### src/design/twsq_pkg.sv
// ----------------------------------------------------------------------------
// twsq_pkg
// Types and constants shared by the sorted timer wakeup queue modules.
// ----------------------------------------------------------------------------
package twsq_pkg;

	localparam int MAX_WAITERS_DEF = 16;
	localparam int RELEASE_LIMIT   = 16;
	localparam int TIME_W          = 64;
	localparam int TASK_W          = 8;
	localparam int DELAY_W         = 32;
	localparam int COUNT_W         = 5;
	localparam int IN_DATA_W       = 72;
	localparam int OUT_DATA_W      = 80;
	localparam int OUT_USER_W      = 2;

	localparam logic [DELAY_W-1:0] DELAY_RESET = 32'd10000;

	typedef enum logic {
		OP_INSERT  = 1'b0,
		OP_RELEASE = 1'b1
	} op_t;

	typedef enum logic {
		STATUS_OK   = 1'b0,
		STATUS_FULL = 1'b1
	} status_t;

	// One queue entry as held in the memory.
	typedef struct packed {
		logic [TIME_W-1:0] wake;
		logic [TASK_W-1:0] task_id;
	} entry_t;

	// One result item.
	typedef struct packed {
		logic              rel_valid;
		logic [TASK_W-1:0] task_id;
		status_t           status;
		logic [TIME_W-1:0] next_wake;
		logic [COUNT_W-1:0] count;
		logic              last;
	} result_t;

	typedef enum logic [2:0] {
		ST_IDLE,
		ST_INS_CMP,
		ST_INS_PUT,
		ST_REL_CHK,
		ST_REL_LD,
		ST_EMIT
	} state_t;

endpackage

### src/design/twsq_mem.sv
// ----------------------------------------------------------------------------
// twsq_mem
// Entry memory: one write port and one read port, registered read data.
// ----------------------------------------------------------------------------
module twsq_mem #(
	parameter int DEPTH = 16,
	parameter int AW    = 4
) (
	input  logic             clk,
	input  logic             we,
	input  logic [AW-1:0]    waddr,
	input  twsq_pkg::entry_t wdata,
	input  logic             re,
	input  logic [AW-1:0]    raddr,
	output twsq_pkg::entry_t rdata
);
	import twsq_pkg::*;

	entry_t mem [DEPTH];

	// Write port.
	always_ff @(posedge clk) begin
		if (we) begin
			mem[waddr] <= wdata;
		end
	end

	// Read port with registered read data.
	always_ff @(posedge clk) begin
		if (re) begin
			rdata <= mem[raddr];
		end
	end

endmodule

### src/design/twsq_ctrl.sv
// ----------------------------------------------------------------------------
// twsq_ctrl
// Sequencer of the timer queue: walks the circular entry memory to insert in
// order, pops due entries from the head and drives the result register.
// ----------------------------------------------------------------------------
module twsq_ctrl #(
	parameter int MAX_WAITERS = 16,
	parameter int AW          = 4,
	parameter int CW          = 5
) (
	input  logic                              clk,
	input  logic                              arst_n,
	input  logic                              cfg_wr_en,
	input  logic [twsq_pkg::DELAY_W-1:0]      cfg_wr_data,
	input  logic                              in_valid,
	output logic                              in_ready,
	input  twsq_pkg::op_t                     in_op,
	input  logic [twsq_pkg::TASK_W-1:0]       in_task,
	input  logic [twsq_pkg::TIME_W-1:0]       in_now,
	output logic                              out_valid,
	input  logic                              out_ready,
	output twsq_pkg::result_t                 out_res,
	output logic                              mem_we,
	output logic [AW-1:0]                     mem_waddr,
	output twsq_pkg::entry_t                  mem_wdata,
	output logic                              mem_re,
	output logic [AW-1:0]                     mem_raddr,
	input  twsq_pkg::entry_t                  mem_rdata
);
	import twsq_pkg::*;

	localparam int RW = $clog2(RELEASE_LIMIT + 1);

	state_t              state_q, state_d;
	logic [DELAY_W-1:0]  delay_q;
	logic [AW-1:0]       hd_q;
	logic [CW-1:0]       cnt_q;
	logic [TIME_W-1:0]   head_wake_q;
	logic [TASK_W-1:0]   head_task_q;
	logic [TIME_W-1:0]   wake_q;
	logic [TASK_W-1:0]   task_q;
	logic [TIME_W-1:0]   now_q;
	logic [AW-1:0]       off_q;
	logic [RW-1:0]       nrel_q;
	result_t             res_q;
	logic                out_valid_q;
	result_t             out_q;

	logic                accept;
	logic                slot_free;
	logic                full;
	logic                ins_stop;
	logic                can_pop;
	logic [TIME_W-1:0]   wake_sum;

	// Physical address of a queue position counted from the head.
	function automatic logic [AW-1:0] phys(input logic [AW-1:0] hd, input logic [AW-1:0] off);
		logic [AW:0] sum;
		sum = {1'b0, hd} + {1'b0, off};
		if (sum >= (AW+1)'(MAX_WAITERS)) begin
			sum = sum - (AW+1)'(MAX_WAITERS);
		end
		return sum[AW-1:0];
	endfunction

	assign in_ready  = (state_q == ST_IDLE);
	assign accept    = in_valid && in_ready;
	assign slot_free = !out_valid_q || out_ready;
	assign full      = (cnt_q == CW'(MAX_WAITERS));
	assign ins_stop  = (mem_rdata.wake <= wake_q);
	assign can_pop   = (cnt_q != '0) && (head_wake_q <= now_q)
		&& (nrel_q != RW'(RELEASE_LIMIT));
	assign wake_sum  = in_now + TIME_W'(delay_q);

	assign out_valid = out_valid_q;
	assign out_res   = out_q;

	// Delay register.
	always_ff @(posedge clk or negedge arst_n) begin
		if (!arst_n) begin
			delay_q <= DELAY_RESET;
		end else if (cfg_wr_en) begin
			delay_q <= cfg_wr_data;
		end
	end

	// Next state.
	always_comb begin
		state_d = state_q;
		unique case (state_q)
			ST_IDLE: begin
				if (accept) begin
					if (in_op == OP_RELEASE) begin
						state_d = ST_REL_CHK;
					end else if (full) begin
						state_d = ST_EMIT;
					end else if (cnt_q == '0) begin
						state_d = ST_INS_PUT;
					end else begin
						state_d = ST_INS_CMP;
					end
				end
			end
			ST_INS_CMP: begin
				if (ins_stop) begin
					state_d = ST_EMIT;
				end else if (off_q == AW'(1)) begin
					state_d = ST_INS_PUT;
				end
			end
			ST_INS_PUT: state_d = ST_EMIT;
			ST_REL_CHK: state_d = can_pop ? ST_REL_LD : ST_EMIT;
			ST_REL_LD:  state_d = ST_EMIT;
			ST_EMIT: begin
				if (slot_free) begin
					state_d = res_q.last ? ST_IDLE : ST_REL_CHK;
				end
			end
			default: state_d = ST_IDLE;
		endcase
	end

	// Memory access for the current state.
	always_comb begin
		mem_we    = 1'b0;
		mem_waddr = phys(hd_q, off_q);
		mem_wdata = '{wake: wake_q, task_id: task_q};
		mem_re    = 1'b0;
		mem_raddr = phys(hd_q, AW'(CW'(cnt_q - CW'(1))));
		unique case (state_q)
			ST_IDLE: begin
				mem_re = accept && (in_op == OP_INSERT) && !full && (cnt_q != '0);
			end
			ST_INS_CMP: begin
				mem_we = 1'b1;
				if (!ins_stop) begin
					mem_wdata = mem_rdata;
					mem_re    = (off_q != AW'(1));
					mem_raddr = phys(hd_q, off_q - AW'(2));
				end
			end
			ST_INS_PUT: begin
				mem_we    = 1'b1;
				mem_waddr = hd_q;
			end
			ST_REL_CHK: begin
				mem_re    = can_pop;
				mem_raddr = phys(hd_q, AW'(1));
			end
			ST_REL_LD, ST_EMIT: begin
			end
			default: begin
			end
		endcase
	end

	// Control registers.
	always_ff @(posedge clk or negedge arst_n) begin
		if (!arst_n) begin
			state_q     <= ST_IDLE;
			hd_q        <= '0;
			cnt_q       <= '0;
			out_valid_q <= 1'b0;
		end else begin
			state_q <= state_d;
			if (state_q == ST_EMIT && slot_free) begin
				out_valid_q <= 1'b1;
			end else if (out_ready) begin
				out_valid_q <= 1'b0;
			end
			if ((state_q == ST_INS_CMP && ins_stop) || state_q == ST_INS_PUT) begin
				cnt_q <= cnt_q + CW'(1);
			end
			if (state_q == ST_REL_CHK && can_pop) begin
				cnt_q <= cnt_q - CW'(1);
				hd_q  <= phys(hd_q, AW'(1));
			end
		end
	end

	// Payload registers.
	always_ff @(posedge clk) begin
		unique case (state_q)
			ST_IDLE: begin
				wake_q <= wake_sum;
				task_q <= in_task;
				now_q  <= in_now;
				off_q  <= AW'(cnt_q);
				nrel_q <= '0;
				res_q  <= '{rel_valid: 1'b0, task_id: '0, status: STATUS_FULL,
					next_wake: head_wake_q, count: COUNT_W'(cnt_q), last: 1'b1};
			end
			ST_INS_CMP: begin
				if (ins_stop) begin
					res_q.status    <= STATUS_OK;
					res_q.next_wake <= head_wake_q;
					res_q.count     <= COUNT_W'(cnt_q + CW'(1));
				end else begin
					off_q <= off_q - AW'(1);
				end
			end
			ST_INS_PUT: begin
				head_wake_q     <= wake_q;
				head_task_q     <= task_q;
				res_q.status    <= STATUS_OK;
				res_q.next_wake <= wake_q;
				res_q.count     <= COUNT_W'(cnt_q + CW'(1));
			end
			ST_REL_CHK: begin
				res_q.status <= STATUS_OK;
				if (can_pop) begin
					nrel_q          <= nrel_q + RW'(1);
					res_q.rel_valid <= 1'b1;
					res_q.task_id   <= head_task_q;
				end else begin
					res_q.rel_valid <= 1'b0;
					res_q.task_id   <= '0;
					res_q.next_wake <= (cnt_q != '0) ? head_wake_q : '0;
					res_q.count     <= COUNT_W'(cnt_q);
					res_q.last      <= 1'b1;
				end
			end
			ST_REL_LD: begin
				head_wake_q     <= mem_rdata.wake;
				head_task_q     <= mem_rdata.task_id;
				res_q.next_wake <= (cnt_q != '0) ? mem_rdata.wake : '0;
				res_q.count     <= COUNT_W'(cnt_q);
				res_q.last      <= (cnt_q == '0) || (nrel_q == RW'(RELEASE_LIMIT))
					|| (mem_rdata.wake > now_q);
			end
			ST_EMIT: begin
				if (slot_free) begin
					out_q <= res_q;
				end
			end
			default: begin
			end
		endcase
	end

endmodule

### src/design/timer_wakeup_sorted_queue_unit.sv
// Insert: walks the entries from the tail toward the head, one per step; a dropped insert goes straight to emit.
// Release: check and emit when nothing is due, else check, reload and emit per popped task.
// At most one item is in work; the next is taken as soon as its result is in the
// output register, and a stalled output holds the unit in its emit state. Reset clears count and
// head and sets the delay to 10000 us; the entry memory is not cleared.
// ----------------------------------------------------------------------------
// timer_wakeup_sorted_queue_unit
// Queue of waiting tasks kept sorted by wakeup time in a circular memory.
// ----------------------------------------------------------------------------
module timer_wakeup_sorted_queue_unit #(
	parameter int MAX_WAITERS = twsq_pkg::MAX_WAITERS_DEF
) (
	input  logic                                clk,
	input  logic                                arst_n,
	input  logic                                cfg_wr_en,
	input  logic [twsq_pkg::DELAY_W-1:0]        cfg_wr_data,
	input  logic                                s_axis_tvalid,
	output logic                                s_axis_tready,
	// task_id [7:0], now_usec [71:8]
	input  logic [twsq_pkg::IN_DATA_W-1:0]      s_axis_tdata,
	// op [0]
	input  logic                                s_axis_tuser,
	output logic                                m_axis_tvalid,
	input  logic                                m_axis_tready,
	// released_task [7:0], next_wakeup_usec [71:8], waiter_count [76:72], zero fill
	output logic [twsq_pkg::OUT_DATA_W-1:0]     m_axis_tdata,
	// released_valid [0], status [1]
	output logic [twsq_pkg::OUT_USER_W-1:0]     m_axis_tuser,
	output logic                                m_axis_tlast
);
	import twsq_pkg::*;

	localparam int AW = $clog2(MAX_WAITERS);
	localparam int CW = $clog2(MAX_WAITERS + 1);
	localparam int PAD_W = OUT_DATA_W - TASK_W - TIME_W - COUNT_W;

	logic          mem_we;
	logic [AW-1:0] mem_waddr;
	entry_t        mem_wdata;
	logic          mem_re;
	logic [AW-1:0] mem_raddr;
	entry_t        mem_rdata;
	result_t       res;
	op_t           in_op;

	assign in_op = op_t'(s_axis_tuser);

	// Sequencer and datapath.
	twsq_ctrl #(
		.MAX_WAITERS(MAX_WAITERS),
		.AW(AW),
		.CW(CW)
	) u_ctrl (
		.clk(clk),
		.arst_n(arst_n),
		.cfg_wr_en(cfg_wr_en),
		.cfg_wr_data(cfg_wr_data),
		.in_valid(s_axis_tvalid),
		.in_ready(s_axis_tready),
		.in_op(in_op),
		.in_task(s_axis_tdata[TASK_W-1:0]),
		.in_now(s_axis_tdata[TASK_W+TIME_W-1:TASK_W]),
		.out_valid(m_axis_tvalid),
		.out_ready(m_axis_tready),
		.out_res(res),
		.mem_we(mem_we),
		.mem_waddr(mem_waddr),
		.mem_wdata(mem_wdata),
		.mem_re(mem_re),
		.mem_raddr(mem_raddr),
		.mem_rdata(mem_rdata)
	);

	// Entry storage.
	twsq_mem #(
		.DEPTH(MAX_WAITERS),
		.AW(AW)
	) u_mem (
		.clk(clk),
		.we(mem_we),
		.waddr(mem_waddr),
		.wdata(mem_wdata),
		.re(mem_re),
		.raddr(mem_raddr),
		.rdata(mem_rdata)
	);

	// Pack the result item onto the master side.
	assign m_axis_tdata = {{PAD_W{1'b0}}, res.count, res.next_wake, res.task_id};
	assign m_axis_tuser = {res.status, res.rel_valid};
	assign m_axis_tlast = res.last;

endmodule

### config.mk
export PLATFORM = sky130hd
export DESIGN_NAME = timer_wakeup_sorted_queue_unit
export DESIGN_NICKNAME = d
export VERILOG_FILES = /design/src/design/twsq_pkg.sv /design/src/design/twsq_mem.sv /design/src/design/twsq_ctrl.sv /design/src/design/timer_wakeup_sorted_queue_unit.sv
export SDC_FILE = /design/constraint.sdc
export NUM_CORES = 2
export LEC_CHECK = 0
export ABC_AREA = 0
export BUFFER_PORTS_ARGS = -buffer_cell sky130_fd_sc_hd__buf_2
export CORE_ASPECT_RATIO = 1.25
export CORE_MARGIN = 2
export CORE_UTILIZATION = 55
export DETAILED_ROUTE_END_ITERATION = 12
export PLACE_DENSITY = 0.77
export RECOVER_POWER = 50
export SLEW_MARGIN = 5
export SYNTH_ARGS = -nofsm -noshare
export SYNTH_HDL_FRONTEND = slang
export SYNTH_SLANG_ARGS = --single-unit
### constraint.sdc
create_clock -name clk -period 11.5 [get_ports clk]
set_input_delay 0 -clock clk [delete_from_list [all_inputs] [get_ports clk]]
set_output_delay 0 -clock clk [all_outputs]
set_load 0.005 [all_outputs]
==> impl_summary.txt <==
----------------------------------------------------
[Detailed routing]
  Final wirelength ... 178.1 mm
  Vias per cell ... 6.085
  Remaining design rule violation count ... 0
  Initial DRC count ... 4913
  Average wire per cell in the routed design ... 26.01 um
  Vias after detailed routing ... 41660
  Final ANT Viol Nets ... 0
  DRT Pass-1 Iters ... 10

[Outcome]
  Run status ... finished with violations
  Violated checks ... max-capacitance violations, max-slew violations

[Run]
  Max-cap viol count ... 28

[Synthesis]
  Top-area cell type share of the netlist area ... 0.6637
  Sequential fraction of the synthesis area ... 0.6793
  Number of warnings reported in the yosys synthesis log ... 0
  Total standard cell area after synthesis ... 0.07244 mm^2
  Post-synth EDFFs ... 1601
  Main area contributors after synthesis ... edfxtp_1 (66%), mux2i_1 (15%), ha_1 (4.2%)
  Mean instance size in the synthesized netlist ... 16.06 um^2
  Number of storage elements in the synthesis netlist ... 1646
  Dominant cell type by area after synthesis ... edfxtp_1
  Fraction of registers with async set or reset after synthesis ... 0.02734
  Number of distinct standard cells referenced by the synthesized netlist ... 75
  Gate count of the mapped netlist ... 4509
  Most used DFF post-synth ... edfxtp_1

[Timing]
  Unrepaired setup endpoints after global routing ... false
  Worst Max-Slew Pin Slew ... 4.918 ns
  Number of hold violations in the final report ... 0
  Post-layout minimum cycle time ... 8.793 ns
  Number of setup violations in the final report ... 0
  Final clock skew ... 0.02879 ns
  Fmax achieved ... 113.7 MHz
  Relative slew margins ... -2.279
  Final number of max-transition violations ... 1188
  Fin Setup TNS ... 0 ns
  Final cycle utilization of the critical path ... 0.7646
  Final setup margin ... 2.707 ns

[Critical path]
  RR Startpoint ... u_ctrl.state_q[1]
  Buf/Inv on CP ... 4
  Worst path top cell family by delay ... buffers and inverters
  Required time of the critical path ... 11.88 ns
  CP Launch Type ... flop
  Critical path data arrival time ... 9.18 ns
  Cell-by-cell trace of the critical path ... clkinv_1 > nor3_1 > clkbuf_1 > a32oi_1 > nor2_1 > buf_4 > buf_4
  Cell with the biggest individual delay on the critical path ... clkbuf_1
  Category of the most critical setup path ... flop to flop
  Cell repeated most along the worst path ... buf_4
  Top fanout value on the critical path ... 69
  Capturing element type of the critical path ... flop
  Worst setup slack for register-to-register paths ... 2.71 ns
  Delay of the slowest cell on the worst path ... 3.24 ns
  Reg-to-Reg End ... u_mem.mem[11][51]
  Worst R2R Path Depth ... 7

[Floorplanning]
  X dimension of the die ... 328.6 um
  Total die area ... 0.1346 mm^2
  Initial Util ... 0.5556
  Standard cell core area ... 0.1304 mm^2
  Placement Rows ... 148
  I/O pin cnt ... 195
  Die H ... 409.7 um

[Placement]
  Routability-driven placement congestion ratio ... 0.9305
  Worst-case setup slack after placement ... 5.622 ns
  Number of buffers inserted by port buffering ... 191
  Hpwl dp ... 98.81 mm

[Finish]
  Area overhead of the layout relative to synthesis ... 13.24%
  Most used cells in the layout excluding fill and tap cells ... edfxtp_1 (1601), mux2i_1 (1080), ha_1 (241)
  Nets@finish ... 5349
  FILL cells ... 9123
  Commonest non-fill, non-tap cell in the layout ... edfxtp_1
  Fraction of final layout cells sized beyond drive strength 1 ... 0.08659

[Clock network]
  Root cell of the clock tree ... clkbuf_16
  Post-CTS Resized ... 0
  Clock Latency Late Sink ... 0.78 ns
  Bufs on Longest Clock Path ... 3
  Post-CTS clock slew at the launch and capture registers of the worst setup and hold paths ... 0.06 ns
  H-tree levels ... 4
  CTS tree ... done
  Total clock buffers created by CTS ... 151
  Count of clock tree sinks ... 1646
  Post-CTS Setup Inserts ... 0

[GRT]
  Number of antenna violations at the first check in global routing ... 7
  Vias in the first global route ... 41440
  Global-route wire length before repair ... 260.1 mm
  Remaining global-route overflow ... 0
  Tot GR Track Use ... 0.2619
  Largest net degree at the start of global routing ... 130

[Worst hold path]
  Hold Path Origin ... s_axis_tdata[11]
  Number of cells on the worst hold path ... 2
  Hold Crit Endpoint ... u_ctrl.now_q[3]
  Worst min-delay path category ... input pin to flop

----------------------------------------------------
cells in the mapped netlist, types with 5 or more instances:
master and instances:
a221oi_1 7, o21ai_1 8, nand2b_1 12, nand2_1 198, o21a_1 12, o21bai_1 5, a21oi_1 83, buf_6 36
nor4_1 13, edfxtp_1 1601, a31oi_1 6, dfstp_2 5, dfrtp_1 40, xnor2_1 46, a211oi_1 5, nor3_1 26
ha_1 241, nor2_1 87, and2_1 12, a21o_1 90, a222oi_1 64, xor2_1 45, buf_1 13, buf_4 28
buf_2 33, clkbuf_1 59, or3_1 7, buf_12 22, o21ai_0 166, nand3_1 36, and3_1 10, nand4_1 47
inv_1 228, o211ai_1 6, mux2i_1 1080, mux2_2 50, nor2b_1 12
sequential cells by signal, summed over array words and instances (netlist names):
| name | flops |
|---|---|
| u_ctrl.wake_q | 64 |
| u_ctrl.out_res | 80 |
| u_ctrl.now_q | 64 |
| u_ctrl.nrel_q | 5 |
| u_mem.rdata | 72 |
| u_ctrl.off_q | 4 |
| u_ctrl.cnt_q | 5 |
| u_mem.mem | 1152 |
| u_ctrl.task_q | 8 |
| u_ctrl.res_q | 80 |
| u_ctrl.hd_q | 4 |
| u_ctrl.state_q | 3 |
| u_ctrl.head_task_q | 8 |
| u_ctrl.delay_q | 32 |
| u_ctrl.out_valid | 1 |
| u_ctrl.head_wake_q | 64 |
final cells by class:
cell class | count | area (um^2) | area share
repair buffers | 527 | 3842 | 0.04684
clock inverters | 95 | 960.9 | 0.01172
multi-input cells | 2438 | 20960 | 0.2556
clock buffers | 180 | 4011 | 0.04890
diodes | 6 | 15.01 | 0.0001830
inverters | 230 | 864.6 | 0.01054
flip-flops and latches | 1646 | 49210 | 0.5999
well taps | 1725 | 2158 | 0.02631
routing by layer:
| layer | track usage | routed length [um] | part of all wire | vias up |
|---|---|---|---|---|
| li1 | - | - | - | 18310 |
| met1 | 0.3495 | 70410 | 0.40 | 20850 |
| met2 | 0.4275 | 85560 | 0.48 | 2094 |
| met3 | 0.04319 | 14620 | 0.082 | 413 |
| met4 | 0.1092 | 7478 | 0.042 | 0 |
| met5 | 0 | 0 | 0 | - |
kinds of logic after synthesis:
logic type / Yosys count / synth area share
compound gates: 487 / 0.04458
xor+xnor: 91 / 0.01100
fa+ha+maj: 245 / 0.04273
buf+inv: 427 / 0.03344
flops: 1646 / 0.6793
mux: 1130 / 0.1570
other cells: 1 / 0.00005177
simple gates: 482 / 0.03183
worst max path at each step:
stage / slack, ns / cells after the start / end / startpoint
CTS: 5.59 / 12 / u_mem.rdata[71] / u_mem.rdata[27]
global route: 2.78 / 7 / u_mem.mem[11][64] / u_ctrl.state_q[1]
global placement: 5.66 / 12 / u_mem.rdata[71] / u_mem.rdata[27]
detailed placement: 5.62 / 12 / u_mem.rdata[54] / u_mem.rdata[27]
finish: 2.71 / 7 / u_mem.mem[11][51] / u_ctrl.state_q[1]
floorplan: 3.53 / 8 / u_ctrl.res_q[10] / u_mem.rdata[46]
through the flow:
| stage | instance area, um^2 | hold WS [ns] | utilization | cells |
|---|---|---|---|---|
| after floorplan | 72440 | -0.2956 | - | 4511 |
| after global placement | 75150 | 0.1538 | 0.5765 | 6338 |
| after detailed placement | 75150 | 0.1719 | 0.5765 | 6338 |
| after CTS | 82410 | 0.0005002 | 0.6321 | 6841 |
| after global routing | 82020 | 0.1137 | 0.6292 | 6845 |
| final | 82020 | 0.1426 | 0.6292 | 6847 |
timing repair:
item / in CTS / in global routing
hold buffers: 228 / 0
setup endpoints to repair: 0 / 0
hold endpoints to repair: 217 / 0
Power is not shown: default switching activity piles up to over one toggle a cycle in this logic, so the estimate is an artifact.
